--- config.mk ---
export PLATFORM = sky130hd
export DESIGN_NAME = ellipse_contour_visibility
export DESIGN_NICKNAME = d
export VERILOG_FILES = /design/src/rtl/ecv_pkg.sv /design/src/rtl/ecv_cfg.sv /design/src/rtl/ecv_mac.sv /design/src/rtl/ellipse_contour_visibility.sv
export VERILOG_INCLUDE_DIRS = /design/src /design/src/rtl
export SDC_FILE = /design/constraint.sdc
export NUM_CORES = 2
export LEC_CHECK = 0
export BUFFER_PORTS_ARGS = -buffer_cell sky130_fd_sc_hd__buf_2
export CORE_ASPECT_RATIO = 1.75
export CORE_MARGIN = 1
export CORE_UTILIZATION = 60
export CTS_CLUSTER_SIZE = 24
export DETAILED_ROUTE_END_ITERATION = 6
export HOLD_SLACK_MARGIN = 0.15
export PLACE_DENSITY_LB_ADDON = 0.15
export SLEW_MARGIN = 5
export SYNTH_ARGS = -nofsm -noshare
export SYNTH_HDL_FRONTEND = slang
export SYNTH_HIERARCHICAL = 1
export SYNTH_SLANG_ARGS = --single-unit
--- constraint.sdc ---
create_clock -name clk_i -period 37.3 [get_ports clk_i]
set_clock_uncertainty 0.05 [all_clocks]
set_input_delay 1.865 -clock clk_i [delete_from_list [all_inputs] [get_ports clk_i]]
set_output_delay 1.865 -clock clk_i [all_outputs]
set_load 0.1 [all_outputs]
--- src/rtl/ellipse_contour_visibility_macros.svh ---
// assertion macros for the ellipse contour visibility block
`ifndef ELLIPSE_CONTOUR_VISIBILITY_MACROS_SVH
`define ELLIPSE_CONTOUR_VISIBILITY_MACROS_SVH
`ifndef ASSERT_OFF
`define ECV_ASSERT(lbl, prop, msg) \
  lbl: assert property (@(posedge clk_i) disable iff (!rst_ni) prop) else $error(msg);
`define ECV_ASSERT_NEVER(lbl, expr, msg) \
  lbl: assert property (@(posedge clk_i) disable iff (!rst_ni) !(expr)) else $error(msg);
`else
`define ECV_ASSERT(lbl, prop, msg)
`define ECV_ASSERT_NEVER(lbl, expr, msg)
`endif
`endif

--- src/rtl/ecv_pkg.sv ---
// shared types, constants, trig table and micro program of the contour block
`default_nettype none
package ecv_pkg;

  localparam int unsigned MAX_POINTS = 36;
  localparam int unsigned COORD_BITS = 12;
  localparam int unsigned OP_W       = 28;
  localparam int unsigned PROD_W     = 2 * OP_W;
  localparam int unsigned ACC_W      = 90;
  localparam int unsigned UOP_W      = 5;
  localparam int unsigned PROG_LEN   = 28;
  localparam int unsigned PT_START   = 2;

  typedef enum logic [2:0] {
    CFG_MAJOR = 3'd0,
    CFG_MINOR = 3'd1,
    CFG_STEP  = 3'd2,
    CFG_S0X   = 3'd3,
    CFG_S0Y   = 3'd4,
    CFG_S1X   = 3'd5,
    CFG_S1Y   = 3'd6
  } cfg_idx_e;

  typedef struct packed {
    logic [7:0]         major;
    logic [7:0]         minor;
    logic [8:0]         step;
    logic signed [11:0] s0x;
    logic signed [11:0] s0y;
    logic signed [11:0] s1x;
    logic signed [11:0] s1y;
  } cfg_t;

  typedef enum logic [4:0] {
    OP_ZERO, OP_A, OP_B, OP_COS_T, OP_SIN_T, OP_C, OP_S, OP_X0, OP_Y0,
    OP_AA, OP_BB, OP_NX, OP_NY, OP_VX, OP_VY, OP_DX, OP_DY,
    OP_FH, OP_FL, OP_DD, OP_NH, OP_NL
  } op_e;

  typedef enum logic [1:0] {SH_0, SH_23, SH_27, SH_44} sh_e;

  typedef enum logic [3:0] {
    WB_NONE, WB_AA, WB_BB, WB_X0, WB_Y0, WB_NX, WB_NY, WB_PX, WB_PY,
    WB_VX, WB_VY, WB_DD, WB_INNER, WB_NN, WB_VIS
  } wb_e;

  typedef struct packed {
    logic en;
    logic clr;
    logic sub;
    sh_e  sh;
    wb_e  wb;
  } acc_ctl_t;

  typedef struct packed {
    op_e      opa;
    op_e      opb;
    acc_ctl_t ctl;
  } uop_t;

  typedef enum logic [2:0] {
    ST_IDLE = 3'b001,
    ST_RUN  = 3'b010,
    ST_OUT  = 3'b100
  } state_e;

  localparam logic [15:0] SIN_Q15 [0:90] = '{
    16'd0, 16'd572, 16'd1144, 16'd1715, 16'd2286, 16'd2856, 16'd3425, 16'd3993,
    16'd4560, 16'd5126, 16'd5690, 16'd6252, 16'd6813, 16'd7371, 16'd7927,
    16'd8481, 16'd9032, 16'd9580, 16'd10126, 16'd10668, 16'd11207, 16'd11743,
    16'd12275, 16'd12803, 16'd13328, 16'd13848, 16'd14365, 16'd14876, 16'd15384,
    16'd15886, 16'd16384, 16'd16877, 16'd17364, 16'd17847, 16'd18324, 16'd18795,
    16'd19261, 16'd19720, 16'd20174, 16'd20622, 16'd21063, 16'd21498, 16'd21926,
    16'd22348, 16'd22763, 16'd23170, 16'd23571, 16'd23965, 16'd24351, 16'd24730,
    16'd25102, 16'd25466, 16'd25822, 16'd26170, 16'd26510, 16'd26842, 16'd27166,
    16'd27482, 16'd27789, 16'd28088, 16'd28378, 16'd28660, 16'd28932, 16'd29197,
    16'd29452, 16'd29698, 16'd29935, 16'd30163, 16'd30382, 16'd30592, 16'd30792,
    16'd30983, 16'd31164, 16'd31336, 16'd31499, 16'd31651, 16'd31795, 16'd31928,
    16'd32052, 16'd32166, 16'd32270, 16'd32365, 16'd32449, 16'd32524, 16'd32588,
    16'd32644, 16'd32688, 16'd32723, 16'd32748, 16'd32763, 16'd32767
  };

  // angle in 0..359
  function automatic logic signed [16:0] sin_deg(input logic [8:0] d);
    logic [8:0] k;
    logic       neg;
    if (d <= 9'd90) begin
      k = d;
      neg = 1'b0;
    end else if (d <= 9'd180) begin
      k = 9'd180 - d;
      neg = 1'b0;
    end else if (d <= 9'd270) begin
      k = d - 9'd180;
      neg = 1'b1;
    end else begin
      k = 9'd360 - d;
      neg = 1'b1;
    end
    sin_deg = neg ? -$signed({1'b0, SIN_Q15[k[6:0]]}) : $signed({1'b0, SIN_Q15[k[6:0]]});
  endfunction

  function automatic logic signed [16:0] cos_deg(input logic [8:0] d);
    logic [9:0] e;
    e = {1'b0, d} + 10'd90;
    if (e >= 10'd360) begin
      e = e - 10'd360;
    end
    cos_deg = sin_deg(e[8:0]);
  endfunction

  function automatic uop_t mk(input op_e a, input op_e b, input logic clr,
                              input logic sub, input sh_e sh, input wb_e wb);
    uop_t u;
    u.opa = a;
    u.opb = b;
    u.ctl.en = 1'b1;
    u.ctl.clr = clr;
    u.ctl.sub = sub;
    u.ctl.sh = sh;
    u.ctl.wb = wb;
    mk = u;
  endfunction

  // an issued slot passes the product register, then the accumulator, and is then written back
  function automatic uop_t prog(input logic [UOP_W-1:0] idx);
    uop_t u;
    u = '{opa: OP_ZERO, opb: OP_ZERO, ctl: '{en: 1'b0, clr: 1'b0, sub: 1'b0,
                                            sh: SH_0, wb: WB_NONE}};
    case (idx)
      5'd0:  u = mk(OP_A,     OP_A,     1'b1, 1'b0, SH_0,  WB_AA);
      5'd1:  u = mk(OP_B,     OP_B,     1'b1, 1'b0, SH_0,  WB_BB);
      5'd2:  u = mk(OP_A,     OP_COS_T, 1'b1, 1'b0, SH_0,  WB_X0);
      5'd3:  u = mk(OP_B,     OP_SIN_T, 1'b1, 1'b0, SH_0,  WB_Y0);
      5'd5:  u = mk(OP_BB,    OP_X0,    1'b1, 1'b0, SH_0,  WB_NX);
      5'd6:  u = mk(OP_AA,    OP_Y0,    1'b1, 1'b0, SH_0,  WB_NY);
      5'd7:  u = mk(OP_C,     OP_X0,    1'b1, 1'b0, SH_0,  WB_NONE);
      5'd8:  u = mk(OP_S,     OP_Y0,    1'b0, 1'b1, SH_0,  WB_PX);
      5'd9:  u = mk(OP_C,     OP_NX,    1'b1, 1'b0, SH_0,  WB_NONE);
      5'd10: u = mk(OP_S,     OP_NY,    1'b0, 1'b1, SH_0,  WB_VX);
      5'd11: u = mk(OP_S,     OP_X0,    1'b1, 1'b0, SH_0,  WB_NONE);
      5'd12: u = mk(OP_C,     OP_Y0,    1'b0, 1'b0, SH_0,  WB_PY);
      5'd13: u = mk(OP_S,     OP_NX,    1'b1, 1'b0, SH_0,  WB_NONE);
      5'd14: u = mk(OP_C,     OP_NY,    1'b0, 1'b0, SH_0,  WB_VY);
      5'd15: u = mk(OP_DX,    OP_DX,    1'b1, 1'b0, SH_0,  WB_NONE);
      5'd16: u = mk(OP_DY,    OP_DY,    1'b0, 1'b0, SH_0,  WB_DD);
      5'd17: u = mk(OP_VX,    OP_DX,    1'b1, 1'b0, SH_0,  WB_NONE);
      5'd18: u = mk(OP_VY,    OP_DY,    1'b0, 1'b0, SH_0,  WB_INNER);
      5'd19: u = mk(OP_VX,    OP_VX,    1'b1, 1'b0, SH_0,  WB_NONE);
      5'd20: u = mk(OP_VY,    OP_VY,    1'b0, 1'b0, SH_0,  WB_NN);
      5'd21: u = mk(OP_FH,    OP_FH,    1'b1, 1'b0, SH_44, WB_NONE);
      5'd22: u = mk(OP_FH,    OP_FL,    1'b0, 1'b0, SH_23, WB_NONE);
      5'd23: u = mk(OP_FL,    OP_FL,    1'b0, 1'b0, SH_0,  WB_NONE);
      5'd24: u = mk(OP_DD,    OP_NH,    1'b0, 1'b1, SH_27, WB_NONE);
      5'd25: u = mk(OP_DD,    OP_NL,    1'b0, 1'b1, SH_0,  WB_VIS);
      default: ;
    endcase
    prog = u;
  endfunction

endpackage
`default_nettype wire

--- src/rtl/ecv_cfg.sv ---
// configuration register bank
`default_nettype none
module ecv_cfg
  import ecv_pkg::*;
(
  input  wire logic        clk_i,
  input  wire logic        rst_ni,
  input  wire logic        wr_i,
  input  wire logic [2:0]  index_i,
  input  wire logic [11:0] data_i,
  output cfg_t             cfg_o
);

  cfg_t cfg_q, cfg_d;

  always_comb begin
    cfg_d = cfg_q;
    if (wr_i) begin
      unique case (index_i)
        CFG_MAJOR: cfg_d.major = data_i[7:0];
        CFG_MINOR: cfg_d.minor = data_i[7:0];
        CFG_STEP:  cfg_d.step  = data_i[8:0];
        CFG_S0X:   cfg_d.s0x   = $signed(data_i);
        CFG_S0Y:   cfg_d.s0y   = $signed(data_i);
        CFG_S1X:   cfg_d.s1x   = $signed(data_i);
        CFG_S1Y:   cfg_d.s1y   = $signed(data_i);
        default: ;
      endcase
    end
  end

  always_ff @(posedge clk_i or negedge rst_ni) begin
    if (!rst_ni) begin
      cfg_q <= '{major: 8'd40, minor: 8'd20, step: 9'd10,
                 s0x: 12'sd0, s0y: 12'sd0, s1x: 12'sd0, s1y: 12'sd0};
    end else begin
      cfg_q <= cfg_d;
    end
  end

  assign cfg_o = cfg_q;

endmodule
`default_nettype wire

--- src/rtl/ecv_mac.sv ---
// shared multiplier with shift-accumulate stage
`default_nettype none
module ecv_mac
  import ecv_pkg::*;
(
  input  wire logic                    clk_i,
  input  wire logic                    rst_ni,
  input  wire acc_ctl_t                ctl_i,
  input  wire logic signed [OP_W-1:0]  opa_i,
  input  wire logic signed [OP_W-1:0]  opb_i,
  output logic signed [ACC_W-1:0]      acc_o,
  output wb_e                          wb_o
);

  logic signed [PROD_W-1:0] p_q;
  acc_ctl_t                 c1_q;
  logic signed [ACC_W-1:0]  acc_q, acc_d, ext, term, base;
  wb_e                      wb_q;

  always_comb begin
    ext = ACC_W'(p_q);
    case (c1_q.sh)
      SH_23:   term = ext <<< 23;
      SH_27:   term = ext <<< 27;
      SH_44:   term = ext <<< 44;
      default: term = ext;
    endcase
    base = c1_q.clr ? '0 : acc_q;
    acc_d = c1_q.sub ? base - term : base + term;
  end

  always_ff @(posedge clk_i) begin
    p_q <= opa_i * opb_i;
    if (c1_q.en) begin
      acc_q <= acc_d;
    end
  end

  always_ff @(posedge clk_i or negedge rst_ni) begin
    if (!rst_ni) begin
      c1_q <= '{en: 1'b0, clr: 1'b0, sub: 1'b0, sh: SH_0, wb: WB_NONE};
      wb_q <= WB_NONE;
    end else begin
      c1_q <= ctl_i;
      wb_q <= c1_q.en ? c1_q.wb : WB_NONE;
    end
  end

  assign acc_o = acc_q;
  assign wb_o  = wb_q;

endmodule
`default_nettype wire

--- src/rtl/ellipse_contour_visibility.sv ---
// top level: contour point sequencer, operand registers and result register
//
// usage
//   input channel: one request per pose (center, rotation, two in-range flags),
//   taken when in_valid_i is high and in_stall_o low. in_stall_o stays high
//   from acceptance until the last contour point of the pose has been loaded
//   into the result register.
//   output channel: one result per contour point, n = min(floor(360/step), 36)
//   points per pose; a step above 360 gives no points. last_o marks the final one.
//   timing: every arithmetic step goes through one shared 28x28 multiplier and
//   accumulator; a pose first forms the axis squares, then for each point runs
//   the multiply slots of the micro program, lets the pipeline drain and loads
//   the result register.
//   stall: while out_stall_i holds the result register full the sequencer
//   waits before starting the next point; nothing is dropped.
//   reset: registers back to major 40, minor 20, step 10, sensors at 0;
//   the sequencer goes idle and the result register empties.
//   configuration: write channel always ready; write only while idle.
`default_nettype none
`include "ellipse_contour_visibility_macros.svh"
module ellipse_contour_visibility
  import ecv_pkg::*;
(
  input  wire logic        clk_i,
  input  wire logic        rst_ni,
  input  wire logic        in_valid_i,
  output logic             in_stall_o,
  input  wire logic [9:0]  center_x_i,
  input  wire logic [9:0]  center_y_i,
  input  wire logic [8:0]  rotation_deg_i,
  input  wire logic        in_range_first_i,
  input  wire logic        in_range_second_i,
  output logic             out_valid_o,
  input  wire logic        out_stall_i,
  output logic [5:0]       point_index_o,
  output logic signed [11:0] point_x_o,
  output logic signed [11:0] point_y_o,
  output logic             visible_o,
  output logic [5:0]       visible_count_o,
  output logic             last_o,
  input  wire logic        cfg_valid_i,
  output logic             cfg_ready_o,
  input  wire logic [2:0]  cfg_index_i,
  input  wire logic [11:0] cfg_data_i
);

  cfg_t cfg;

  // configuration bank, always ready
  assign cfg_ready_o = 1'b1;

  ecv_cfg u_cfg (
    .clk_i   (clk_i),
    .rst_ni  (rst_ni),
    .wr_i    (cfg_valid_i),
    .index_i (cfg_index_i),
    .data_i  (cfg_data_i),
    .cfg_o   (cfg)
  );

  // sequencer state
  state_e                  state_q, state_d;
  logic [UOP_W-1:0]        uop_q, uop_d;
  logic [5:0]              i_q, i_d;
  logic [5:0]              tally_q, tally_d;
  logic [8:0]              t_q, t_d;
  logic [9:0]              u_q, u_d;

  // per-pose operands
  logic [8:0]              step_q;
  logic signed [16:0]      c_q, s_q;
  logic signed [11:0]      sx_q, sy_q;
  logic [9:0]              cx_q, cy_q;

  // per-point operands
  logic [15:0]             aa_q, bb_q;
  logic signed [9:0]       x0_q, y0_q;
  logic signed [26:0]      nx_q, ny_q;
  logic signed [11:0]      px_q, py_q;
  logic signed [27:0]      vx_q, vy_q;
  logic [25:0]             dd_q;
  logic signed [44:0]      f_q;
  logic                    inner_pos_q;
  logic [54:0]             nn_q;
  logic                    vis_q;

  // result register
  logic                    out_valid_q;
  logic [5:0]              out_index_q, out_count_q;
  logic signed [11:0]      out_x_q, out_y_q;
  logic                    out_vis_q, out_last_q;

  logic                    accept, out_load, last_pt;
  logic [8:0]              rot_mod, step_eff;
  logic [9:0]              t_sum;
  logic [10:0]             u_next;
  logic signed [16:0]      cos_t, sin_t;
  logic signed [12:0]      dx, dy;
  uop_t                    uop;
  acc_ctl_t                issue;
  logic signed [OP_W-1:0]  opa, opb;
  logic signed [ACC_W-1:0] acc;
  wb_e                     wb;
  logic signed [47:0]      r_in, r_sum, rnd;
  logic signed [44:0]      inner_ext;

  assign in_stall_o = (state_q != ST_IDLE);
  assign accept     = in_valid_i && !in_stall_o;

  assign rot_mod  = (rotation_deg_i >= 9'd360) ? rotation_deg_i - 9'd360 : rotation_deg_i;
  assign step_eff = (cfg.step == 9'd0) ? 9'd1 : cfg.step;

  assign cos_t = cos_deg(t_q);
  assign sin_t = sin_deg(t_q);
  assign dx    = 13'(sx_q) - 13'(px_q);
  assign dy    = 13'(sy_q) - 13'(py_q);

  // u_q holds (i+1)*step: point i exists while it stays within a full turn
  assign u_next  = {1'b0, u_q} + {2'b00, step_q};
  assign last_pt = (i_q == 6'(MAX_POINTS - 1)) || (u_next > 11'd360);
  assign t_sum   = {1'b0, t_q} + {1'b0, step_q};
  assign out_load = (state_q == ST_OUT) && (!out_valid_q || !out_stall_i);

  // micro program slot issued this cycle
  assign uop   = prog(uop_q);
  always_comb begin
    issue = uop.ctl;
    if (state_q != ST_RUN) begin
      issue.en = 1'b0;
    end
  end

  function automatic logic signed [OP_W-1:0] pick(input op_e op);
    logic signed [OP_W-1:0] v;
    case (op)
      OP_A:     v = $signed({20'd0, cfg.major});
      OP_B:     v = $signed({20'd0, cfg.minor});
      OP_COS_T: v = OP_W'(cos_t);
      OP_SIN_T: v = OP_W'(sin_t);
      OP_C:     v = OP_W'(c_q);
      OP_S:     v = OP_W'(s_q);
      OP_X0:    v = OP_W'(x0_q);
      OP_Y0:    v = OP_W'(y0_q);
      OP_AA:    v = $signed({12'd0, aa_q});
      OP_BB:    v = $signed({12'd0, bb_q});
      OP_NX:    v = OP_W'(nx_q);
      OP_NY:    v = OP_W'(ny_q);
      OP_VX:    v = vx_q;
      OP_VY:    v = vy_q;
      OP_DX:    v = OP_W'(dx);
      OP_DY:    v = OP_W'(dy);
      OP_FH:    v = OP_W'($signed(f_q[44:22]));
      OP_FL:    v = $signed({6'd0, f_q[21:0]});
      OP_DD:    v = $signed({2'd0, dd_q});
      // |n|^2 stays below 2^51, so the upper slice is never negative
      OP_NH:    v = $signed(nn_q[54:27]);
      OP_NL:    v = $signed({1'b0, nn_q[26:0]});
      default:  v = '0;
    endcase
    pick = v;
  endfunction

  always_comb begin
    opa = pick(uop.opa);
    opb = pick(uop.opb);
  end

  ecv_mac u_mac (
    .clk_i  (clk_i),
    .rst_ni (rst_ni),
    .ctl_i  (issue),
    .opa_i  (opa),
    .opb_i  (opb),
    .acc_o  (acc),
    .wb_o   (wb)
  );

  // divide by 2^15, rounding half away from zero
  always_comb begin
    r_in  = $signed(acc[47:0]);
    r_sum = r_in + (r_in[47] ? 48'sd16383 : 48'sd16384);
    rnd   = r_sum >>> 15;
    inner_ext = 45'($signed(acc[41:0]));
  end

  // writeback from the accumulator
  always_ff @(posedge clk_i) begin
    case (wb)
      WB_AA:    aa_q <= acc[15:0];
      WB_BB:    bb_q <= acc[15:0];
      WB_X0:    x0_q <= rnd[9:0];
      WB_Y0:    y0_q <= rnd[9:0];
      WB_NX:    nx_q <= acc[26:0];
      WB_NY:    ny_q <= acc[26:0];
      WB_PX:    px_q <= rnd[11:0] + {2'b00, cx_q};
      WB_PY:    py_q <= rnd[11:0] + {2'b00, cy_q};
      WB_VX:    vx_q <= rnd[27:0];
      WB_VY:    vy_q <= rnd[27:0];
      WB_DD:    dd_q <= acc[25:0];
      WB_INNER: begin
        // 5*inner, split later into two halves for the exact square
        f_q <= (inner_ext <<< 2) + inner_ext;
        inner_pos_q <= !acc[41] && (acc[41:0] != '0);
      end
      WB_NN:    nn_q <= acc[54:0];
      // 25*inner^2 - |d|^2*|n|^2 must be strictly positive
      WB_VIS:   vis_q <= !acc[ACC_W-1] && (acc != '0) && inner_pos_q &&
                         (dd_q != '0) && (nn_q != '0);
      default: ;
    endcase
  end

  // pose registers captured on acceptance
  always_ff @(posedge clk_i) begin
    if (accept) begin
      step_q <= step_eff;
      c_q    <= cos_deg(rot_mod);
      s_q    <= sin_deg(rot_mod);
      cx_q   <= center_x_i;
      cy_q   <= center_y_i;
      // sensor 1 only when the first flag is clear and the second set
      if (!in_range_first_i && in_range_second_i) begin
        sx_q <= cfg.s1x;
        sy_q <= cfg.s1y;
      end else begin
        sx_q <= cfg.s0x;
        sy_q <= cfg.s0y;
      end
    end
  end

  // sequencer
  always_comb begin
    state_d = state_q;
    uop_d   = uop_q;
    i_d     = i_q;
    tally_d = tally_q;
    t_d     = t_q;
    u_d     = u_q;
    unique case (state_q)
      ST_IDLE: begin
        if (accept) begin
          uop_d   = '0;
          i_d     = '0;
          tally_d = '0;
          t_d     = 9'd180;
          u_d     = {1'b0, step_eff};
          state_d = (step_eff > 9'd360) ? ST_IDLE : ST_RUN;
        end
      end
      ST_RUN: begin
        uop_d = uop_q + 1'b1;
        if (uop_q == UOP_W'(PROG_LEN - 1)) begin
          state_d = ST_OUT;
        end
      end
      ST_OUT: begin
        if (out_load) begin
          tally_d = tally_q + {5'd0, vis_q};
          if (last_pt) begin
            state_d = ST_IDLE;
          end else begin
            state_d = ST_RUN;
            uop_d   = UOP_W'(PT_START);
            i_d     = i_q + 1'b1;
            u_d     = u_next[9:0];
            t_d     = (t_sum >= 10'd360) ? 9'(t_sum - 10'd360) : t_sum[8:0];
          end
        end
      end
      default: state_d = ST_IDLE;
    endcase
  end

  always_ff @(posedge clk_i or negedge rst_ni) begin
    if (!rst_ni) begin
      state_q <= ST_IDLE;
      uop_q   <= '0;
      i_q     <= '0;
      tally_q <= '0;
      t_q     <= '0;
      u_q     <= '0;
    end else begin
      state_q <= state_d;
      uop_q   <= uop_d;
      i_q     <= i_d;
      tally_q <= tally_d;
      t_q     <= t_d;
      u_q     <= u_d;
    end
  end

  // result register
  always_ff @(posedge clk_i or negedge rst_ni) begin
    if (!rst_ni) begin
      out_valid_q <= 1'b0;
    end else if (out_load) begin
      out_valid_q <= 1'b1;
    end else if (!out_stall_i) begin
      out_valid_q <= 1'b0;
    end
  end

  always_ff @(posedge clk_i) begin
    if (out_load) begin
      out_index_q <= i_q;
      out_x_q     <= px_q;
      out_y_q     <= py_q;
      out_vis_q   <= vis_q;
      out_count_q <= tally_q + {5'd0, vis_q};
      out_last_q  <= last_pt;
    end
  end

  assign out_valid_o     = out_valid_q;
  assign point_index_o   = out_index_q;
  assign point_x_o       = out_x_q;
  assign point_y_o       = out_y_q;
  assign visible_o       = out_vis_q;
  assign visible_count_o = out_count_q;
  assign last_o          = out_last_q;

  `ECV_ASSERT(a_count_le_index, out_valid_q |-> (out_count_q <= out_index_q + 6'd1), "tally ahead of index")
  `ECV_ASSERT_NEVER(a_index_range, out_valid_q && (out_index_q >= 6'(MAX_POINTS)), "index out of range")
  `ECV_ASSERT(a_last_to_idle, (out_load && last_pt) |=> (state_q == ST_IDLE), "no return to idle")
  `ECV_ASSERT(a_uop_range, (state_q == ST_RUN) |-> (uop_q < UOP_W'(PROG_LEN)), "program overrun")

endmodule
`default_nettype wire

; Word level (Yosys, flattened, before mapping)
; Memories as Yosys holds them, arrays and structs flattened.
; Index checks and enable logic that the tools add are counted.
[totals]
inputBits = 51
mem_bits_ro = 8192
n_memories = 4
wordCells = 334
register_bits = 711
output_inout_bits = 41
[memory_table]
columns = name, depth, word_bits, rd, rd_ports_with_merged_regs, wr, line
row1 = (no name shown), 128, 16, 1, 0, 0, ecv_pkg.sv:100  ; sin_deg = neg ? -$signed({1'b0, SIN_Q15[k[6:0]]}) : $signed({1'b0, SIN_Q15[k[6:0]]});
row2 = (no name shown), 128, 16, 1, 0, 0, ecv_pkg.sv:100
row3 = (no name shown), 128, 16, 1, 0, 0, ecv_pkg.sv:100
row4 = (no name shown), 128, 16, 1, 0, 0, ecv_pkg.sv:100
[op_classes]
mul = 1
bitwise_logic = 4
n_mux = 79
n_addsub = 35
n_reduce_logical = 36
eq_ne = 101
order_cmp = 22
[op_table]
columns = operator, n
row1 = 28-bit case mux with 21 select lines, 2
row2 = 19-bit case mux with 25 select lines, 1
row3 = 90-bit case mux with 3 select lines, 1
row4 = 90-bit two-way mux, 2
row5 = 16-bit two-way mux, 10
row6 = "5-bit by 4-bit == test with 1-bit output, second input constant", 24
row7 = "5-bit == test, second input constant", 23
row8 = 7-bit two-way mux, 14
row9 = 90-bit adder, 1
row10 = 90-bit nonzero test, 1
row11 = 90-bit subtractor, 1
row12 = 9-bit two-way mux, 9
row13 = 16-bit negator with 17-bit output, 4
row14 = 28-bit by 28-bit multiplier with 56-bit output, 1
row15 = "5-bit by 3-bit == test with 1-bit output, second input constant", 11
row16 = 55-bit nonzero test, 1
row17 = 44-bit by 42-bit adder with 45-bit output, 1
row18 = 43-bit by 16-bit adder with 43-bit output, 1
row19 = 42-bit nonzero test, 1
row20 = "9-bit by 7-bit less-or-equal comparator with 1-bit output, second input constant", 4
row21 = "9-bit by 8-bit less-or-equal comparator with 1-bit output, second input constant", 4
row22 = "9-bit less-or-equal comparator, second input constant", 4
row23 = "9-bit subtractor, second input constant", 4
row24 = 17-bit two-way mux, 2
row25 = 59 further kinds, 151

; Logic depth before layout (Yosys ltp)
[depth]
word_depth = 17
mapped_depth = 59
ltp_nobuf = 51

; Modules after synthesis
; Netlist, hierarchy kept.
[modules_own_cells]
columns = mod, seq_area_each_um2, cells_each, area_per_inst_um2, instances
row1 = ecv_mac, 4149.0, 4643, 42271.8, 1
row2 = ellipse_contour_visibility, 14184.9, 4071, 38039.0, 1
row3 = ecv_cfg, 1834.3, 159, 2782.7, 1

; Least setup slack after synthesis
; Ideal clock, no wire load.
[synth_path]
path_kind = reg-to-reg
start = register t_q[3]
end = register u_mac.p_q[54]
path_buffers = 7
t_arrival_ns = 13.316
required_time_ns = 37.104
slack_ns = 23.788
stages_incl_launch_ff = 56
period_less_slack_ns = 13.512
setup_time_ns = 0.146
path_cell_list = dfrtp_1 > clkbuf_1 > inv_1 > ha_1 > a211o_1 > and2_1 > clkbuf_1 > ha_1 > nor2_1 > a21o_1 > a211oi_1 > a211o_1 > or2_1 > buf_2 > o22a_1 > o211a_1 > inv_1 > clkbuf_1 > [... 20 more ...] > fa_1 > fa_1 > inv_1 > fa_1 > inv_1 > fa_1 > inv_1 > fa_1 > inv_1 > ha_1 > ha_1 > a21o_1 > a21oi_1 > o21bai_1 > a21o_1 > a2111o_1 > o211ai_1 > o311ai_0
[synth_between]
elab_chain_len = 15
elab_cells_between_ends = 41
cone_classes = add/sub: 10 / mul: 1 / order compare: 7 / mux: 19 / bitwise: 2 / memory: 2
[synth_lines]
columns = element, line
row1 = "start, declared", ellipse_contour_visibility.sv:66  ; logic [8:0] t_q, t_d;
row2 = "start signal, assigned", ellipse_contour_visibility.sv:288  ; t_q <= t_d;
row3 = 9-bit by 7-bit adder with 10-bit output, ecv_pkg.sv:105  ; e = {1'b0, d} + 10'd90;
row4 = 9-bit subtractor / 10-bit by 9-bit >= comparator with 1-bit output (equally long branches), "ecv_pkg.sv:107, ecv_pkg.sv:106"
row5 = 9-bit two-way mux, ecv_pkg.sv:106  ; if (e >= 10'd360) begin
row6 = "9-bit less-or-equal comparator, or another cell as far along", ecv_pkg.sv:93  ; end else if (d <= 9'd270) begin
row7 = 7-bit two-way mux, ecv_pkg.sv:93
row8 = 7-bit two-way mux, ecv_pkg.sv:90  ; end else if (d <= 9'd180) begin
row9 = 7-bit two-way mux, ecv_pkg.sv:87  ; if (d <= 9'd90) begin
row10 = 7-bit NOT with 8-bit output (not written as such), ecv_pkg.sv:100
row11 = memory 128 x 16 bit, -
row12 = 16-bit two-way mux (not written as such) (2 in a row), ecv_pkg.sv:100
row13 = 16-bit negator with 17-bit output, ecv_pkg.sv:100
row14 = 17-bit two-way mux, ecv_pkg.sv:100
row15 = 28-bit case mux with 21 select lines (*), ellipse_contour_visibility.sv:135  ; case (op)
row16 = named net opa[27], ellipse_contour_visibility.sv:101  ; logic signed [OP_W-1:0] opa, opb;
row17 = 28-bit by 28-bit multiplier with 56-bit output (*), ecv_mac.sv:33  ; p_q <= opa_i * opb_i;
row18 = "end signal, assigned", ecv_mac.sv:33
row19 = "end, declared", ecv_mac.sv:15  ; logic signed [PROD_W-1:0] p_q;
; Mark *: on every way through the listed nets, which the timed path passes. The rest lies on a longest branch. The select of a mux whose other input is x is not followed.
; A chain may end at the register's enable or synchronous reset.

; Worst setup path in the final report
[layout_path]
start = register t_q[3]
end = register u_mac.p_q[55]
[layout_between]
elab_chain_len = 15
elab_cells_between_ends = 41
cone_classes = add/sub: 10 / mul: 1 / order compare: 7 / mux: 19 / bitwise: 2 / memory: 2
[layout_lines]
columns = element, line
row1 = 9-bit by 7-bit adder with 10-bit output, ecv_pkg.sv:105
row2 = 9-bit subtractor / 10-bit by 9-bit >= comparator with 1-bit output (equally long branches), "ecv_pkg.sv:107, ecv_pkg.sv:106"
row3 = 9-bit two-way mux, ecv_pkg.sv:106
row4 = "9-bit less-or-equal comparator, or another cell as far along", ecv_pkg.sv:93
row5 = 7-bit two-way mux, ecv_pkg.sv:93
row6 = 7-bit two-way mux, ecv_pkg.sv:90
row7 = 7-bit two-way mux, ecv_pkg.sv:87
row8 = 7-bit NOT with 8-bit output (not written as such), ecv_pkg.sv:100
row9 = memory 128 x 16 bit, -
row10 = 16-bit two-way mux (not written as such) (2 in a row), ecv_pkg.sv:100
row11 = 16-bit negator with 17-bit output, ecv_pkg.sv:100
row12 = 17-bit two-way mux, ecv_pkg.sv:100
row13 = 28-bit case mux with 21 select lines (*), ellipse_contour_visibility.sv:135
row14 = named net opb[10], ellipse_contour_visibility.sv:101
row15 = 28-bit by 28-bit multiplier with 56-bit output (*), ecv_mac.sv:33
; Marked as above.

==> flow_metrics.py <==
metrics = {
    "setup_path": {
        "rrSetupSlack_ns": 20.32,
        "slowest_delay_ns": 1.11,
        "crit_path_start_kind": "flip-flop",
        "critPathArrivalTime_ns": 17.51,
        "r2r-end": "u_mac/p_q[55]$_DFF_P_",
        "path_max_fanout": 34,
        "cpMostUsedCell": "fa_1",
        "critPathSlowestCell": "xor2_1",
        "cp_top_family": "adder cells",
        "r2r-start": "t_q[3]$_DFFE_PN0P_",
        "crit_type": "flip-flop to flip-flop",
        "cp-end-kind": "flip-flop",
        "cp.required_ns": 37.83,
        "r2r_cells": 45,
        "path_buf_inv": 5,
    },
    "min_path": {
        "min-delay-start": "vis_q$_DFFE_PN_",
        "min_path_cells": 0,
        "hp-class": "flip-flop to flip-flop",
        "worstHoldEndpoint": "visible_o$_DFFE_PP_",
    },
    "placement": {
        "placed_area_um2": 85300,
        "place_congestion": 1.08,
        "place_inst": 10445,
        "portBuffers": 90,
        "hpwl_mm": 251,
    },
    "floorplanning": {
        "rows": 180,
        "die_h_um": 494,
        "start_util_pct": 60.5,
        "io_pins": 92,
        "chipWidth_um": 283,
        "core_area_um2": 137000,
        "die_area_um2": 140000,
    },
    "cells_and_area": {
        "postLayoutCellArea_um2": 87900,
        "instances_no_fill": 10601,
        "final_nets": 10056,
        "syn_to_final_growth_pct": 5.79,
        "layout-drive-gt1-share_pct": 8.46,
    },
    "logic_synthesis": {
        "synth_common_cells": "963 x inv_1, 832 x fa_1, 798 x nand2_1",
        "synth_fa_ha_area_share_pct": 27.2,
        "async_flop_share_pct": 17.7,
        "synth_nets": 10230,
        "syn_avg_cell_area_um2": 9.36,
        "synthSimpleGateAreaFrac_pct": 15.8,
        "synth_edf_count": 529,
        "yosys-top-cells-area": "fa_1 20%, edfxtp_1 19%, ha_1 7.1%",
        "synth_mux_area_share_pct": 3.96,
        "synth_largest_area_cell": "fa_1",
        "synthXorXnorAreaFrac_pct": 4.82,
        "synth_compound_area_share_pct": 16.8,
        "synth_top_area_share_pct": 20.0,
        "post-synth-top-count-cell": "inv_1",
        "synth-seq-cells": 711,
        "synthDistinctLibCells": 145,
        "netlist_instances": 8873,
        "synth_area_um2": 83100,
        "yosysWarnings": 6,
        "ys.flop_type": "edfxtp_1",
        "synth_top_family_by_area": "adder cells",
        "yosysSeqAreaShare_pct": 24.3,
    },
    "timing": {
        "slew_headroom_pct": 1.88,
        "setup_viol": 0,
        "final_hold_viol_count": 0,
        "max_freq_mhz": 58.9,
        "min_period_ns": 16.98,
        "rsz0062_at_grt": "false",
        "setup_tns_ns": 0,
        "finalCritPeriodShare_pct": 45.5,
        "finalMaxSlewViolations": 0,
        "worst_pin_slew_ns": 1.46,
    },
    "cts": {
        "ctsHoldBuffers": 0,
        "h-tree-depth": 3,
        "tritoncts": "done",
        "clk_latency_ns": 0.72,
        "cts_root_buffer": "clkbuf_16",
        "cts-resized-gates": 0,
        "cts_buffer_depth": 3,
        "cts_setup_buffers": 0,
        "path_clk_slew_ns": 0.08,
        "numCtsBuffers": 72,
        "clock_sinks": 711,
    },
    "global_route": {
        "first_global_vias": 75397,
        "grt_util_met1_pct": 45.8,
        "busiest_layer": "met2",
        "grtUsageMet3_pct": 11.9,
        "overflow": 0,
        "use_met2_pct": 80.2,
        "antenna_found_initial": 38,
        "grt_usage_pct": 48.2,
        "grt_pass1_wl_mm": 492,
        "grt_max_degree": 90,
    },
    "detailed_routing": {
        "drtPass1Iterations": 7,
        "vias": 73600,
        "drc": 0,
        "postRouteAntennaNets": 0,
        "wire_per_inst_um": 31.7,
        "drt_first_iter_violations": 9221,
        "routed_wl_mm": 336,
        "vias_per_cell": 6.94,
    },
    "run": {
        "cap_viol_max_count": 0,
    },
    "status": {
        "status": "finished, final reports clean",
    },
}
-- sequential cells by signal (all words and copies together), names as in the netlist, 12 cells and up --
register	count
u_mac/acc_o	90
point_y_o	12
s_q	17
u_mac/p_q	56
bb_q	16
f_q	45
c_q	17
aa_q	16
sx_q	12
vx_q	28
py_q	12
point_x_o	12
nx_q	27
u_cfg/cfg_o	73
nn_q	55
vy_q	28
sy_q	12
dd_q	26
px_q	12
ny_q	27
-- per-layer routing --
| layer | wire length [um] | part of all wire [%] |
|---|---|---|
| met4 | 48600 | 14 |
| met5 | 319 | 0.095 |
| met1 | 96400 | 29 |
| met2 | 160000 | 47 |
| met3 | 31300 | 9.3 |
-- cells in the final DEF, fill, tap and decap left out, drive strengths merged, types with 89 or more instances in the layout --
cell type,Yosys,layout
xnor2,313,313
o21ai,381,381
ha,474,474
nor2b,137,137
a21oi,509,509
nor2,463,463
edfxtp,529,529
a31oi,98,98
buf,114,272
and2,462,462
mux2,120,120
fa,832,832
clkbuf,406,95
inv,970,975
xor2,132,132
nand2,802,802
nor3,133,133
nand3,185,185
a21o,157,157
mux2i,89,89
dfrtp,119,119
nand4,90,90
a221oi,101,101
a22oi,98,98
-- final cells by class --
class | count | area, um2
multi-input combinational | 6668 | 57400
fill | 11535 | 49500
sequential | 711 | 20200
inverter | 974 | 3670
tap | 1820 | 2280
clock buffer | 95 | 1990
timing repair buffer | 272 | 1820
clock inverter | 38 | 487
antenna | 23 | 57.6
-- kinds of logic (layout without fill, tap and decap cells) --
family / Yosys count / count (layout)
muxes: 255 / 255
other: 1 / 24
DFF: 711 / 711
xor gates and xnor gates: 447 / 447
buffers and inverters: 1494 / 1379
and+or+nand+nor: 2603 / 2603
adders and majority gates: 1307 / 1307
AOI/OAI and AO/OA: 2055 / 2055
-- worst register-to-register path, delay by kind of cell (launching register included) --
family          cells  cell delay (ns)
flops               1             0.72
simple gates        8             2.11
xor+xnor            3             1.43
mux                 2             1.42
fa+ha+maj          11             5.11
buf+inv             5             0.96
compound gates     16             5.07
-- metrics by stage --
stage,utilization [%],setup WS (ns),hold WS [ns]
2_1_floorplan,-,23.79,0.376
3_3_place_gp,62.1,20.95,0.391
3_5_place_dp,62.1,20.90,0.390
4_1_cts,63.9,20.87,0.411
5_1_grt,64.0,19.35,0.426
6_report,64.0,20.32,0.414
-- worst max path at each step --
stage / start / endpoint / slack (ns) / depth (start not counted)
floorplan: t_q[3]$_DFFE_PN0P_ / u_mac/p_q[54]$_DFF_P_ / 23.79 / 55
global placement: t_q[3]$_DFFE_PN0P_ / u_mac/p_q[54]$_DFF_P_ / 20.95 / 47
detailed placement: t_q[3]$_DFFE_PN0P_ / u_mac/p_q[54]$_DFF_P_ / 20.90 / 46
CTS: t_q[3]$_DFFE_PN0P_ / u_mac/p_q[54]$_DFF_P_ / 20.87 / 46
global route: t_q[3]$_DFFE_PN0P_ / u_mac/p_q[55]$_DFF_P_ / 19.35 / 45
finish: t_q[3]$_DFFE_PN0P_ / u_mac/p_q[55]$_DFF_P_ / 20.32 / 45
Power is not shown: default switching activity piles up to over one toggle a cycle in this logic, so the estimate is an artifact.
